<file path="src/hw/rtl/lpti_pkg.sv">
`timescale 1ns / 1ps
`default_nettype none
package lpti_pkg;

  // Field widths
  localparam int ANGLE_TURN_BITS = 16;
  localparam int COORD_BITS      = 24;
  localparam int PERIOD_W        = 30;
  localparam int SEC_W           = 32;
  localparam int NSEC_W          = 30;
  localparam int REL_W           = 33;
  localparam int ABS_W           = 63;
  localparam int IN_DATA_W       = 160;
  localparam int OUT_DATA_W      = 96;
  localparam int CFG_ADDR_W      = 2;

  // Internal widths
  localparam int CORDIC_STEPS = 30;
  localparam int AW           = ANGLE_TURN_BITS + 4;   // angle, signed
  localparam int CW           = COORD_BITS + 19;       // CORDIC x/y, signed
  localparam int ZW           = 34;                    // CORDIC z, 2^32 per turn
  localparam int DW           = AW - 1;                // divisor, unsigned
  localparam int MW           = PERIOD_W + AW - 1;     // dividend magnitude
  localparam int CIDX_W       = $clog2(CORDIC_STEPS);
  localparam int CNT_W        = $clog2(MW);
  localparam int ROUND_SH     = 32 - ANGLE_TURN_BITS;

  // Angle constants in turn units
  localparam logic signed [AW-1:0] TURN    = AW'(64'd1 << ANGLE_TURN_BITS);
  localparam logic signed [AW-1:0] HALF    = AW'(64'd1 << (ANGLE_TURN_BITS - 1));
  localparam logic signed [AW-1:0] QUARTER = AW'(64'd1 << (ANGLE_TURN_BITS - 2));
  localparam logic signed [AW-1:0] THREE_Q = HALF + QUARTER;
  localparam logic signed [AW-1:0] THREE_H = TURN + HALF;

  localparam logic signed [ZW-1:0] Z_QTR     = ZW'(64'd1 << 30);
  localparam logic signed [ZW-1:0] ROUND_ADD = ZW'(64'd1 << (31 - ANGLE_TURN_BITS));

  localparam logic [PERIOD_W-1:0] PERIOD_RESET = PERIOD_W'(100000000);
  localparam logic [NSEC_W-1:0]   NS_PER_SEC   = NSEC_W'(1000000000);
  localparam logic [CFG_ADDR_W-1:0] CFG_PERIOD_ADDR = '0;

  // atan(2^-i), 2^32 units per turn, truncated
  function automatic logic [31:0] atan_lut(input logic [CIDX_W-1:0] i);
    logic [31:0] v;
    case (i)
      5'd0:  v = 32'h20000000;
      5'd1:  v = 32'h12E4051D;
      5'd2:  v = 32'h09FB385B;
      5'd3:  v = 32'h051111D4;
      5'd4:  v = 32'h028B0D43;
      5'd5:  v = 32'h0145D7E1;
      5'd6:  v = 32'h00A2F61E;
      5'd7:  v = 32'h00517C55;
      5'd8:  v = 32'h0028BE53;
      5'd9:  v = 32'h00145F2E;
      5'd10: v = 32'h000A2F98;
      5'd11: v = 32'h000517CC;
      5'd12: v = 32'h00028BE6;
      5'd13: v = 32'h000145F3;
      5'd14: v = 32'h0000A2F9;
      5'd15: v = 32'h0000517C;
      5'd16: v = 32'h000028BE;
      5'd17: v = 32'h0000145F;
      5'd18: v = 32'h00000A2F;
      5'd19: v = 32'h00000517;
      5'd20: v = 32'h0000028B;
      5'd21: v = 32'h00000145;
      5'd22: v = 32'h000000A2;
      5'd23: v = 32'h00000051;
      5'd24: v = 32'h00000028;
      5'd25: v = 32'h00000014;
      5'd26: v = 32'h0000000A;
      5'd27: v = 32'h00000005;
      5'd28: v = 32'h00000002;
      5'd29: v = 32'h00000001;
      default: v = 32'h0;
    endcase
    return v;
  endfunction

  // Controller to datapath commands
  typedef struct packed {
    logic              load_in;
    logic              cord_init;
    logic              cord_sel;     // 0: first point, 1: last point
    logic              cord_step;
    logic [CIDX_W-1:0] cord_idx;
    logic              save_start;
    logic              save_end;
    logic              hdr_commit;
    logic              unwrap;
    logic              mul;
    logic              div_init;
    logic              div_step;
    logic              out_load;
  } lpti_cmd_t;

  // Datapath to controller status
  typedef struct packed {
    logic              is_point;
    logic              out_busy;
    logic signed [AW-1:0] span;
  } lpti_sts_t;

endpackage
`default_nettype wire

</file>
<file path="src/hw/rtl/lidar_point_timestamp_interp_core.sv">
// Lidar point timestamp interpolator.
// Input stream: in_tuser selects the item kind (0 scan header, 1 point).
// A header carries the first and last point of a scan and its start time;
// it yields no result and sets the scan's start and end angles and start time.
// A point yields one result: time relative to scan start, absolute time
// floored at zero, and the half-passed flag.
// A point raises out_tvalid in the same cycle that in_tready returns. A header
// frees the input after both CORDIC passes and the scan state commit.
// Two 30-step CORDIC passes set the header time; for a point the 30-step
// CORDIC and the 49-bit one-bit-a-cycle divider set it. One item is worked
// on at a time; in_tready is high only between items.
// A finished result waits in the output register while the next item is
// accepted; a point whose result is ready holds until out_tready frees it.
// The APB port holds scan_period_ns at address 0; pready is always high.
// Reset (rst_n low, synchronous) restores a period of 100 ms, start angle 0,
// end angle one turn, the half-passed flag clear and scan start time zero.
`timescale 1ns / 1ps
`default_nettype none
module lidar_point_timestamp_interp_core (
  input  wire logic                               clk,
  input  wire logic                               rst_n,
  input  wire logic                               in_tvalid,
  output logic                                    in_tready,
  // point_x, point_y, last_x, last_y, start_sec, start_nsec, 2 pad bits
  input  wire logic [lpti_pkg::IN_DATA_W-1:0]     in_tdata,
  // opcode
  input  wire logic                               in_tuser,
  output logic                                    out_tvalid,
  input  wire logic                               out_tready,
  // relative_ns, absolute_ns
  output logic [lpti_pkg::OUT_DATA_W-1:0]         out_tdata,
  // past_half
  output logic                                    out_tuser,
  input  wire logic                               cfg_psel,
  input  wire logic                               cfg_penable,
  input  wire logic                               cfg_pwrite,
  input  wire logic [lpti_pkg::CFG_ADDR_W-1:0]    cfg_paddr,
  input  wire logic [31:0]                        cfg_pwdata,
  output logic [31:0]                             cfg_prdata,
  output logic                                    cfg_pready
);
  import lpti_pkg::*;

  lpti_cmd_t           cmd;
  lpti_sts_t           sts;
  logic                cfg_we;
  logic [PERIOD_W-1:0] period;

  // Register access
  assign cfg_pready = 1'b1;
  assign cfg_we     = cfg_psel && cfg_penable && cfg_pwrite && cfg_pready;
  assign cfg_prdata = (cfg_paddr == CFG_PERIOD_ADDR) ? {{(32-PERIOD_W){1'b0}}, period} : '0;

  lpti_ctrl u_ctrl (
    .clk       (clk),
    .rst_n     (rst_n),
    .in_tvalid (in_tvalid),
    .in_tready (in_tready),
    .sts       (sts),
    .cmd       (cmd)
  );

  lpti_dp u_dp (
    .clk        (clk),
    .rst_n      (rst_n),
    .cmd        (cmd),
    .sts        (sts),
    .in_tuser   (in_tuser),
    .in_tdata   (in_tdata),
    .cfg_we     (cfg_we),
    .cfg_wdata  (cfg_pwdata[PERIOD_W-1:0]),
    .period     (period),
    .out_tvalid (out_tvalid),
    .out_tready (out_tready),
    .out_tdata  (out_tdata),
    .out_tuser  (out_tuser)
  );

`ifndef SYNTHESIS
  // Between items the scan span stays within half a turn to three half-turns
  a_span: assert property (@(posedge clk) disable iff (!rst_n)
    in_tready |-> (sts.span >= HALF) && (sts.span <= THREE_H))
    else $error("scan span out of range");

  // One item at a time: in_tready is low right after an accepted request
  a_seq: assert property (@(posedge clk) disable iff (!rst_n)
    (in_tvalid && in_tready) |=> !in_tready)
    else $error("request accepted while busy");

  // Never overwrite a result that the receiver has not taken
  a_noovr: assert property (@(posedge clk) disable iff (!rst_n)
    !(cmd.out_load && out_tvalid && !out_tready))
    else $error("pending result overwritten");
`endif

endmodule
`default_nettype wire

</file>
<file path="src/hw/rtl/lpti_ctrl.sv">
`timescale 1ns / 1ps
`default_nettype none
module lpti_ctrl (
  input  wire logic               clk,
  input  wire logic               rst_n,
  input  wire logic               in_tvalid,
  output logic                    in_tready,
  input  wire lpti_pkg::lpti_sts_t sts,
  output lpti_pkg::lpti_cmd_t     cmd
);
  import lpti_pkg::*;

  localparam logic [3:0] S_IDLE   = 4'd0;
  localparam logic [3:0] S_CINIT  = 4'd1;
  localparam logic [3:0] S_CITER  = 4'd2;
  localparam logic [3:0] S_CDONE  = 4'd3;
  localparam logic [3:0] S_HDR    = 4'd4;
  localparam logic [3:0] S_UNWRAP = 4'd5;
  localparam logic [3:0] S_MUL    = 4'd6;
  localparam logic [3:0] S_DINIT  = 4'd7;
  localparam logic [3:0] S_DITER  = 4'd8;
  localparam logic [3:0] S_FIN    = 4'd9;

  logic [3:0]       state_r, state_nxt;
  logic [CNT_W-1:0] cnt_r, cnt_nxt;
  logic             pass_r, pass_nxt;

  // Sequence the CORDIC, header, multiply and divide steps
  always_comb begin
    state_nxt = state_r;
    cnt_nxt   = cnt_r;
    pass_nxt  = pass_r;
    cmd       = '0;
    cmd.cord_sel = pass_r;
    cmd.cord_idx = cnt_r[CIDX_W-1:0];
    in_tready = 1'b0;
    unique case (state_r)
      S_IDLE: begin
        in_tready = 1'b1;
        if (in_tvalid) begin
          cmd.load_in = 1'b1;
          pass_nxt    = 1'b0;
          state_nxt   = S_CINIT;
        end
      end
      S_CINIT: begin
        cmd.cord_init = 1'b1;
        cnt_nxt       = '0;
        state_nxt     = S_CITER;
      end
      S_CITER: begin
        cmd.cord_step = 1'b1;
        if (cnt_r == CNT_W'(CORDIC_STEPS - 1)) begin
          state_nxt = S_CDONE;
        end else begin
          cnt_nxt = cnt_r + 1'b1;
        end
      end
      S_CDONE: begin
        if (sts.is_point) begin
          state_nxt = S_UNWRAP;
        end else if (!pass_r) begin
          cmd.save_start = 1'b1;
          pass_nxt       = 1'b1;
          state_nxt      = S_CINIT;
        end else begin
          cmd.save_end = 1'b1;
          state_nxt    = S_HDR;
        end
      end
      S_HDR: begin
        cmd.hdr_commit = 1'b1;
        state_nxt      = S_IDLE;
      end
      S_UNWRAP: begin
        cmd.unwrap = 1'b1;
        state_nxt  = S_MUL;
      end
      S_MUL: begin
        cmd.mul   = 1'b1;
        state_nxt = S_DINIT;
      end
      S_DINIT: begin
        cmd.div_init = 1'b1;
        cnt_nxt      = '0;
        state_nxt    = S_DITER;
      end
      S_DITER: begin
        cmd.div_step = 1'b1;
        if (cnt_r == CNT_W'(MW - 1)) begin
          state_nxt = S_FIN;
        end else begin
          cnt_nxt = cnt_r + 1'b1;
        end
      end
      S_FIN: begin
        // hold until the output register is free
        if (!sts.out_busy) begin
          cmd.out_load = 1'b1;
          state_nxt    = S_IDLE;
        end
      end
      default: begin
        state_nxt = S_IDLE;
      end
    endcase
  end

  always_ff @(posedge clk) begin
    if (!rst_n) begin
      state_r <= S_IDLE;
      cnt_r   <= '0;
      pass_r  <= 1'b0;
    end else begin
      state_r <= state_nxt;
      cnt_r   <= cnt_nxt;
      pass_r  <= pass_nxt;
    end
  end

endmodule
`default_nettype wire

</file>
<file path="src/hw/rtl/lpti_dp.sv">
`timescale 1ns / 1ps
`default_nettype none
module lpti_dp (
  input  wire logic                           clk,
  input  wire logic                           rst_n,
  input  wire lpti_pkg::lpti_cmd_t            cmd,
  output lpti_pkg::lpti_sts_t                 sts,
  input  wire logic                           in_tuser,
  input  wire logic [lpti_pkg::IN_DATA_W-1:0] in_tdata,
  input  wire logic                           cfg_we,
  input  wire logic [lpti_pkg::PERIOD_W-1:0]  cfg_wdata,
  output logic [lpti_pkg::PERIOD_W-1:0]       period,
  output logic                                out_tvalid,
  input  wire logic                           out_tready,
  output logic [lpti_pkg::OUT_DATA_W-1:0]     out_tdata,
  output logic                                out_tuser
);
  import lpti_pkg::*;

  localparam logic signed [MW+1:0] REL_MAX = (MW+2)'(64'sd4294967295);
  localparam logic signed [MW+1:0] REL_MIN = (MW+2)'(-64'sd4294967296);

  // Request fields
  logic                         op_r;
  logic signed [COORD_BITS-1:0] px_r, py_r, lx_r, ly_r;
  logic [SEC_W-1:0]             sec_r;
  logic [NSEC_W-1:0]            nsec_r;

  // Scan state
  logic [PERIOD_W-1:0]  period_r;
  logic signed [AW-1:0] start_r, end_r;
  logic                 half_r;
  logic [ABS_W-1:0]     sns_r;

  // Work registers
  logic signed [CW-1:0] cx_r, cy_r;
  logic signed [ZW-1:0] cz_r;
  logic                 zero_r;
  logic signed [AW-1:0] theta_r;
  logic signed [MW:0]   num_r;
  logic [DW-1:0]        den_r;
  logic [MW-1:0]        quo_r;
  logic [DW-1:0]        rem_r;
  logic                 neg_r;

  // Result register
  logic                  ov_r;
  logic [REL_W-1:0]      orel_r;
  logic [ABS_W-1:0]      oabs_r;
  logic                  ohalf_r;

  // CORDIC start vector
  logic signed [COORD_BITS-1:0] sx, sy;
  logic signed [CW-1:0]         xs, ys;
  always_comb begin
    sx = cmd.cord_sel ? lx_r : px_r;
    sy = cmd.cord_sel ? ly_r : py_r;
    xs = CW'(sx) <<< 16;
    ys = CW'(sy) <<< 16;
  end

  // CORDIC rotation step
  logic signed [CW-1:0] dx, dy;
  logic signed [ZW-1:0] dz;
  always_comb begin
    dx = cy_r >>> cmd.cord_idx;
    dy = cx_r >>> cmd.cord_idx;
    dz = $signed(ZW'(atan_lut(cmd.cord_idx)));
  end

  // Round the negated angle to turn units
  logic signed [ZW-1:0] zr, zs;
  logic signed [AW-1:0] ang;
  always_comb begin
    zr  = ROUND_ADD - cz_r;
    zs  = zr >>> ROUND_SH;
    ang = zero_r ? '0 : $signed(zs[AW-1:0]);
  end

  // Header end-angle fold
  logic signed [AW-1:0] span;
  assign span = end_r - start_r;

  // Unwrap the point angle
  logic signed [AW-1:0] th0, th1;
  logic                 half_nxt;
  always_comb begin
    half_nxt = half_r;
    if (!half_r) begin
      th0 = ang;
      if (th0 < start_r - QUARTER) begin
        th1 = th0 + TURN;
      end else if (th0 > start_r + THREE_Q) begin
        th1 = th0 - TURN;
      end else begin
        th1 = th0;
      end
      if (th1 - start_r > HALF) half_nxt = 1'b1;
    end else begin
      th0 = ang + TURN;
      if (th0 < end_r - THREE_Q) begin
        th1 = th0 + TURN;
      end else if (th0 > end_r + QUARTER) begin
        th1 = th0 - TURN;
      end else begin
        th1 = th0;
      end
    end
  end

  // Divider step: restoring, one quotient bit a cycle
  logic [DW:0] rsh;
  logic        ge;
  logic [DW:0] rsub;
  always_comb begin
    rsh  = {rem_r, quo_r[MW-1]};
    ge   = rsh >= {1'b0, den_r};
    rsub = rsh - {1'b0, den_r};
  end

  // Final rounding, saturation and absolute time
  logic [MW:0]            q;
  logic signed [MW+1:0]   relw;
  logic signed [REL_W-1:0] rel;
  logic signed [63:0]     absw;
  always_comb begin
    q    = {1'b0, quo_r} + (MW+1)'(neg_r && (rem_r != '0));
    relw = neg_r ? -$signed({1'b0, q}) : $signed({1'b0, q});
    if (relw > REL_MAX) begin
      rel = REL_MAX[REL_W-1:0];
    end else if (relw < REL_MIN) begin
      rel = REL_MIN[REL_W-1:0];
    end else begin
      rel = relw[REL_W-1:0];
    end
    absw = $signed({1'b0, sns_r}) + 64'(rel);
  end

  // Control and scan state
  always_ff @(posedge clk) begin
    if (!rst_n) begin
      period_r <= PERIOD_RESET;
      start_r  <= '0;
      end_r    <= TURN;
      half_r   <= 1'b0;
      sns_r    <= '0;
      ov_r     <= 1'b0;
    end else begin
      if (cfg_we) period_r <= cfg_wdata;
      if (cmd.save_start) start_r <= ang;
      if (cmd.save_end) end_r <= ang + TURN;
      if (cmd.hdr_commit) begin
        if (span > THREE_H) begin
          end_r <= end_r - TURN;
        end else if (span < HALF) begin
          end_r <= end_r + TURN;
        end
        half_r <= 1'b0;
        sns_r  <= ABS_W'(sec_r) * ABS_W'(NS_PER_SEC) + ABS_W'(nsec_r);
      end
      if (cmd.unwrap) half_r <= half_nxt;
      if (cmd.out_load) begin
        ov_r <= 1'b1;
      end else if (out_tready) begin
        ov_r <= 1'b0;
      end
    end
  end

  // Payload path
  always_ff @(posedge clk) begin
    if (cmd.load_in) begin
      op_r   <= in_tuser;
      px_r   <= $signed(in_tdata[23:0]);
      py_r   <= $signed(in_tdata[47:24]);
      lx_r   <= $signed(in_tdata[71:48]);
      ly_r   <= $signed(in_tdata[95:72]);
      sec_r  <= in_tdata[127:96];
      nsec_r <= in_tdata[157:128];
    end
    if (cmd.cord_init) begin
      zero_r <= (sx == '0) && (sy == '0);
      if (xs < 0) begin
        if (ys >= 0) begin
          cx_r <= ys;
          cy_r <= -xs;
          cz_r <= Z_QTR;
        end else begin
          cx_r <= -ys;
          cy_r <= xs;
          cz_r <= -Z_QTR;
        end
      end else begin
        cx_r <= xs;
        cy_r <= ys;
        cz_r <= '0;
      end
    end
    if (cmd.cord_step) begin
      if (!cy_r[CW-1]) begin
        cx_r <= cx_r + dx;
        cy_r <= cy_r - dy;
        cz_r <= cz_r + dz;
      end else begin
        cx_r <= cx_r - dx;
        cy_r <= cy_r + dy;
        cz_r <= cz_r - dz;
      end
    end
    if (cmd.unwrap) theta_r <= th1;
    if (cmd.mul) begin
      num_r <= $signed({1'b0, period_r}) * (theta_r - start_r);
      den_r <= (span <= 0) ? DW'(1) : span[DW-1:0];
    end
    if (cmd.div_init) begin
      neg_r <= num_r[MW];
      quo_r <= num_r[MW] ? MW'(-num_r) : num_r[MW-1:0];
      rem_r <= '0;
    end
    if (cmd.div_step) begin
      rem_r <= ge ? rsub[DW-1:0] : rsh[DW-1:0];
      quo_r <= {quo_r[MW-2:0], ge};
    end
    if (cmd.out_load) begin
      orel_r  <= rel;
      oabs_r  <= absw[63] ? '0 : absw[ABS_W-1:0];
      ohalf_r <= half_r;
    end
  end

  assign sts.is_point = op_r;
  assign sts.out_busy = ov_r && !out_tready;
  assign sts.span     = span;
  assign period       = period_r;
  assign out_tvalid   = ov_r;
  assign out_tdata    = {oabs_r, orel_r};
  assign out_tuser    = ohalf_r;

endmodule
`default_nettype wire
</file>
<file path="config.mk">
export PLATFORM = sky130hd
export DESIGN_NAME = lidar_point_timestamp_interp_core
export DESIGN_NICKNAME = d
export VERILOG_FILES = /design/src/hw/rtl/lpti_pkg.sv /design/src/hw/rtl/lidar_point_timestamp_interp_core.sv /design/src/hw/rtl/lpti_ctrl.sv /design/src/hw/rtl/lpti_dp.sv
export SDC_FILE = /design/constraint.sdc
export NUM_CORES = 2
export LEC_CHECK = 0
export BUFFER_PORTS_ARGS = -buffer_cell sky130_fd_sc_hd__buf_2
export CAP_MARGIN = 20
export CORE_ASPECT_RATIO = 1.25
export CORE_MARGIN = 3
export CORE_UTILIZATION = 40
export DETAILED_ROUTE_END_ITERATION = 8
export PLACE_DENSITY = 0.57
export SLEW_MARGIN = 20
export SYNTH_ARGS = -nofsm -noshare
export SYNTH_HDL_FRONTEND = slang
export SYNTH_HIERARCHICAL = 1
export SYNTH_SLANG_ARGS = --single-unit
</file>
<file path="constraint.sdc">
create_clock -name clk -period 10.4 [get_ports clk]
set_clock_uncertainty 0.05 [all_clocks]
set_input_delay 1.04 -clock clk [delete_from_list [all_inputs] [get_ports clk]]
set_output_delay 1.04 -clock clk [all_outputs]
set_load 0.01 [all_outputs]
</file>
==> results.sh <==
export IMPL_ff2ff_setup_slack_ns=0.41
export IMPL_drt_initial_drc_count=4818
export IMPL_layout_drive_gt1_share=0.112
export IMPL_min_to="u_dp/sns_r[21]"
export IMPL_ys_warn_count=6
export IMPL_cts_clk_slew_worst_paths_ns=0.06
export IMPL_die_area_um2=222000
export IMPL_dpl_hpwl_um=208000
export IMPL_fin_crit_sh=0.961
export IMPL_holdPathStages=2
export IMPL_drv_slew=0
export IMPL_fin_cells=12700
export IMPL_grt_max_degree=79
export IMPL_met1_length_um=110000
export IMPL_cts_tree="built"
export IMPL_grt_first_pass_wirelength_um=405000
export IMPL_highest_signal_layer="met4"
export IMPL_critPathKind="reg -> reg"
export IMPL_hold_viol=0
export IMPL_cp_start_kind="register"
export IMPL_ant_nets=0
export IMPL_hp_class="reg -> reg"
export IMPL_gp_congestion=0.956
export IMPL_r2r_end="u_dp/oabs_r[35]"
export IMPL_crit_fanout=16
export IMPL_area_growth_pct=10.8
export IMPL_setup_viol=0
export IMPL_worst_slack_ns=0.410
export IMPL_n_fill_cell=20900
export IMPL_cts_buffers=85
export IMPL_ctsHtreeMaxLevel=3
export IMPL_dr_pass1_iters=6
export IMPL_cp_slowest_cell="or4_4"
export IMPL_die_w_um=422
export IMPL_max_freq_ghz=0.100
export IMPL_dp_cells=12600
export IMPL_netlist_instances=9473
export IMPL_viasPerCell=5.43
export IMPL_cp_arrival_ns=10.40
export IMPL_start_util=0.403
export IMPL_die_h_um=526
export IMPL_portBuffers=326
export IMPL_status="complete, no violations"
export IMPL_clock_latency_ns=0.73
export IMPL_drt_wirelength_per_cell_um=20.2
export IMPL_multi_input_area_um2=61400
export IMPL_grt_overflow_total=0
export IMPL_root_buffer="clkbuf_16"
export IMPL_relSlewSlack=0.272
export IMPL_grt_use_total=0.229
export IMPL_cpMostUsedCell="buf_4"
export IMPL_maxCapViolCount=0
export IMPL_rr_worst_depth=41
export IMPL_wl_um=257000
export IMPL_boundaryPins=334
export IMPL_met3WireLength_um=12200
export IMPL_grt_pass1_vias=71000
export IMPL_clock_sink_count=678
export IMPL_cp_required_ns=10.81
export IMPL_r2r_start="u_dp/rem_r[11]"
export IMPL_synth_area_um2=86400
export IMPL_post_place_ws_ns=-0.0781
export IMPL_clock_path_buffers=3
export IMPL_seq_area_um2=18900
export IMPL_worst_setup_path_end_kind="register"
export IMPL_worstMarginPinSlew_ns=1.09
export IMPL_min_delay_start="u_dp/sns_r[21]"
export IMPL_nets=11600
export IMPL_avgSynthCellArea_um2=9.12
export IMPL_core_um2=215000
export IMPL_antenna_found_initial=6
export IMPL_rows=190
export IMPL_min_period_ns=9.99
export IMPL_drc=0
export IMPL_vias=69100
export IMPL_route_met2_wl_um=127000
export IMPL_critPathMaxStageDelay_ns=0.56
## layer usage
metal / GRT usage / vias up
met4: 0.0636 / 0
li1: - / 32700
met5: 0 / -
met1: 0.297 / 34300
met2: 0.400 / 1807
met3: 0.0286 / 333
## registers in the layout (all words and copies together), names as in the netlist, 30 cells and up
name         cells
u_dp/oabs_r     63
u_dp/sns_r      63
u_dp/num_r      50
u_dp/quo_r      49
u_dp/cx_r       43
u_dp/cy_r       43
u_dp/cz_r       34
u_dp/orel_r     33
u_dp/sec_r      32
u_dp/nsec_r     30
u_dp/period     30
## final cells by class
cell class              instances  share of cell area
flip-flops and latches        678               0.198
clock buffers                  98              0.0231
inverters                    1201              0.0472
multi-input cells            7145               0.642
diodes                          5            0.000131
well taps                    2880              0.0376
clock inverters                60             0.00857
repair buffers                659              0.0440
## stage by stage
step	hold slack, ns	area [um^2]	setup TNS, ns	util
floorplan	0.395	86400	0	-
CTS	0.358	95600	0	0.445
global placement	0.411	92500	-0.513	0.431
global route	0.369	95800	-0.0323	0.446
detailed placement	0.421	92500	-1.26	0.431
finish	0.423	95800	0	0.446
## repair_timing
action,CTS,global route
buffers inserted,0,2
hold buffers,0,0
resized for setup,5,29
endpoints found under the setup margin,52,79
pin swaps,0,3
## cells in the final DEF (no fill, tap or decap), types with 58 or more instances in the layout
master,n
and3_1,78
dfxtp_1,136
a21oi_1,487
clkbuf_16,85
fa_1,851
nand4_1,73
a21o_1,153
o21ai_0,416
mux2i_1,206
and2_1,193
nand3_1,172
mux4_2,92
a31oi_1,75
buf_4,321
nand2_1,971
nor2b_1,80
xor2_1,249
xnor2_1,386
nor2_1,701
buf_2,326
a211oi_1,91
o21a_1,72
or3_1,58
edfxtp_1,534
inv_1,1193
nand2b_1,139
nor4_1,60
nor3_1,158
ha_1,750
## worst max path at each step
| stage | startpoint | to | cells after the start | slack (ns) |
|---|---|---|---|---|
| after floorplan | u_dp/start_r[1] | u_dp/num_r[46] | 40 | 0.63 |
| after global placement | u_dp/rem_r[17] | u_dp/oabs_r[13] | 40 | -0.05 |
| final | u_dp/rem_r[11] | u_dp/oabs_r[35] | 41 | 0.41 |
| after global routing | u_dp/start_r[2] | u_dp/num_r[48] | 41 | -0.02 |
| after CTS | u_dp/theta_r[1] | u_dp/num_r[46] | 41 | 0.06 |
| after detailed placement | u_dp/rem_r[17] | u_dp/oabs_r[12] | 40 | -0.08 |
## critical path, delay by kind of cell, from the launching register on
family / cells / cell delay, ns
AO/OA/AOI/OAI: 15 / 3.63
AND/OR/NAND/NOR: 14 / 3.30
buffers and inverters: 8 / 1.38
adder cells (fa/ha/maj): 3 / 0.75
flip-flops: 1 / 0.47
multiplexers: 1 / 0.14
Power is left out: the tool's default activity adds up to more than one toggle a clock period on the data nets, which glitch-free logic cannot reach.
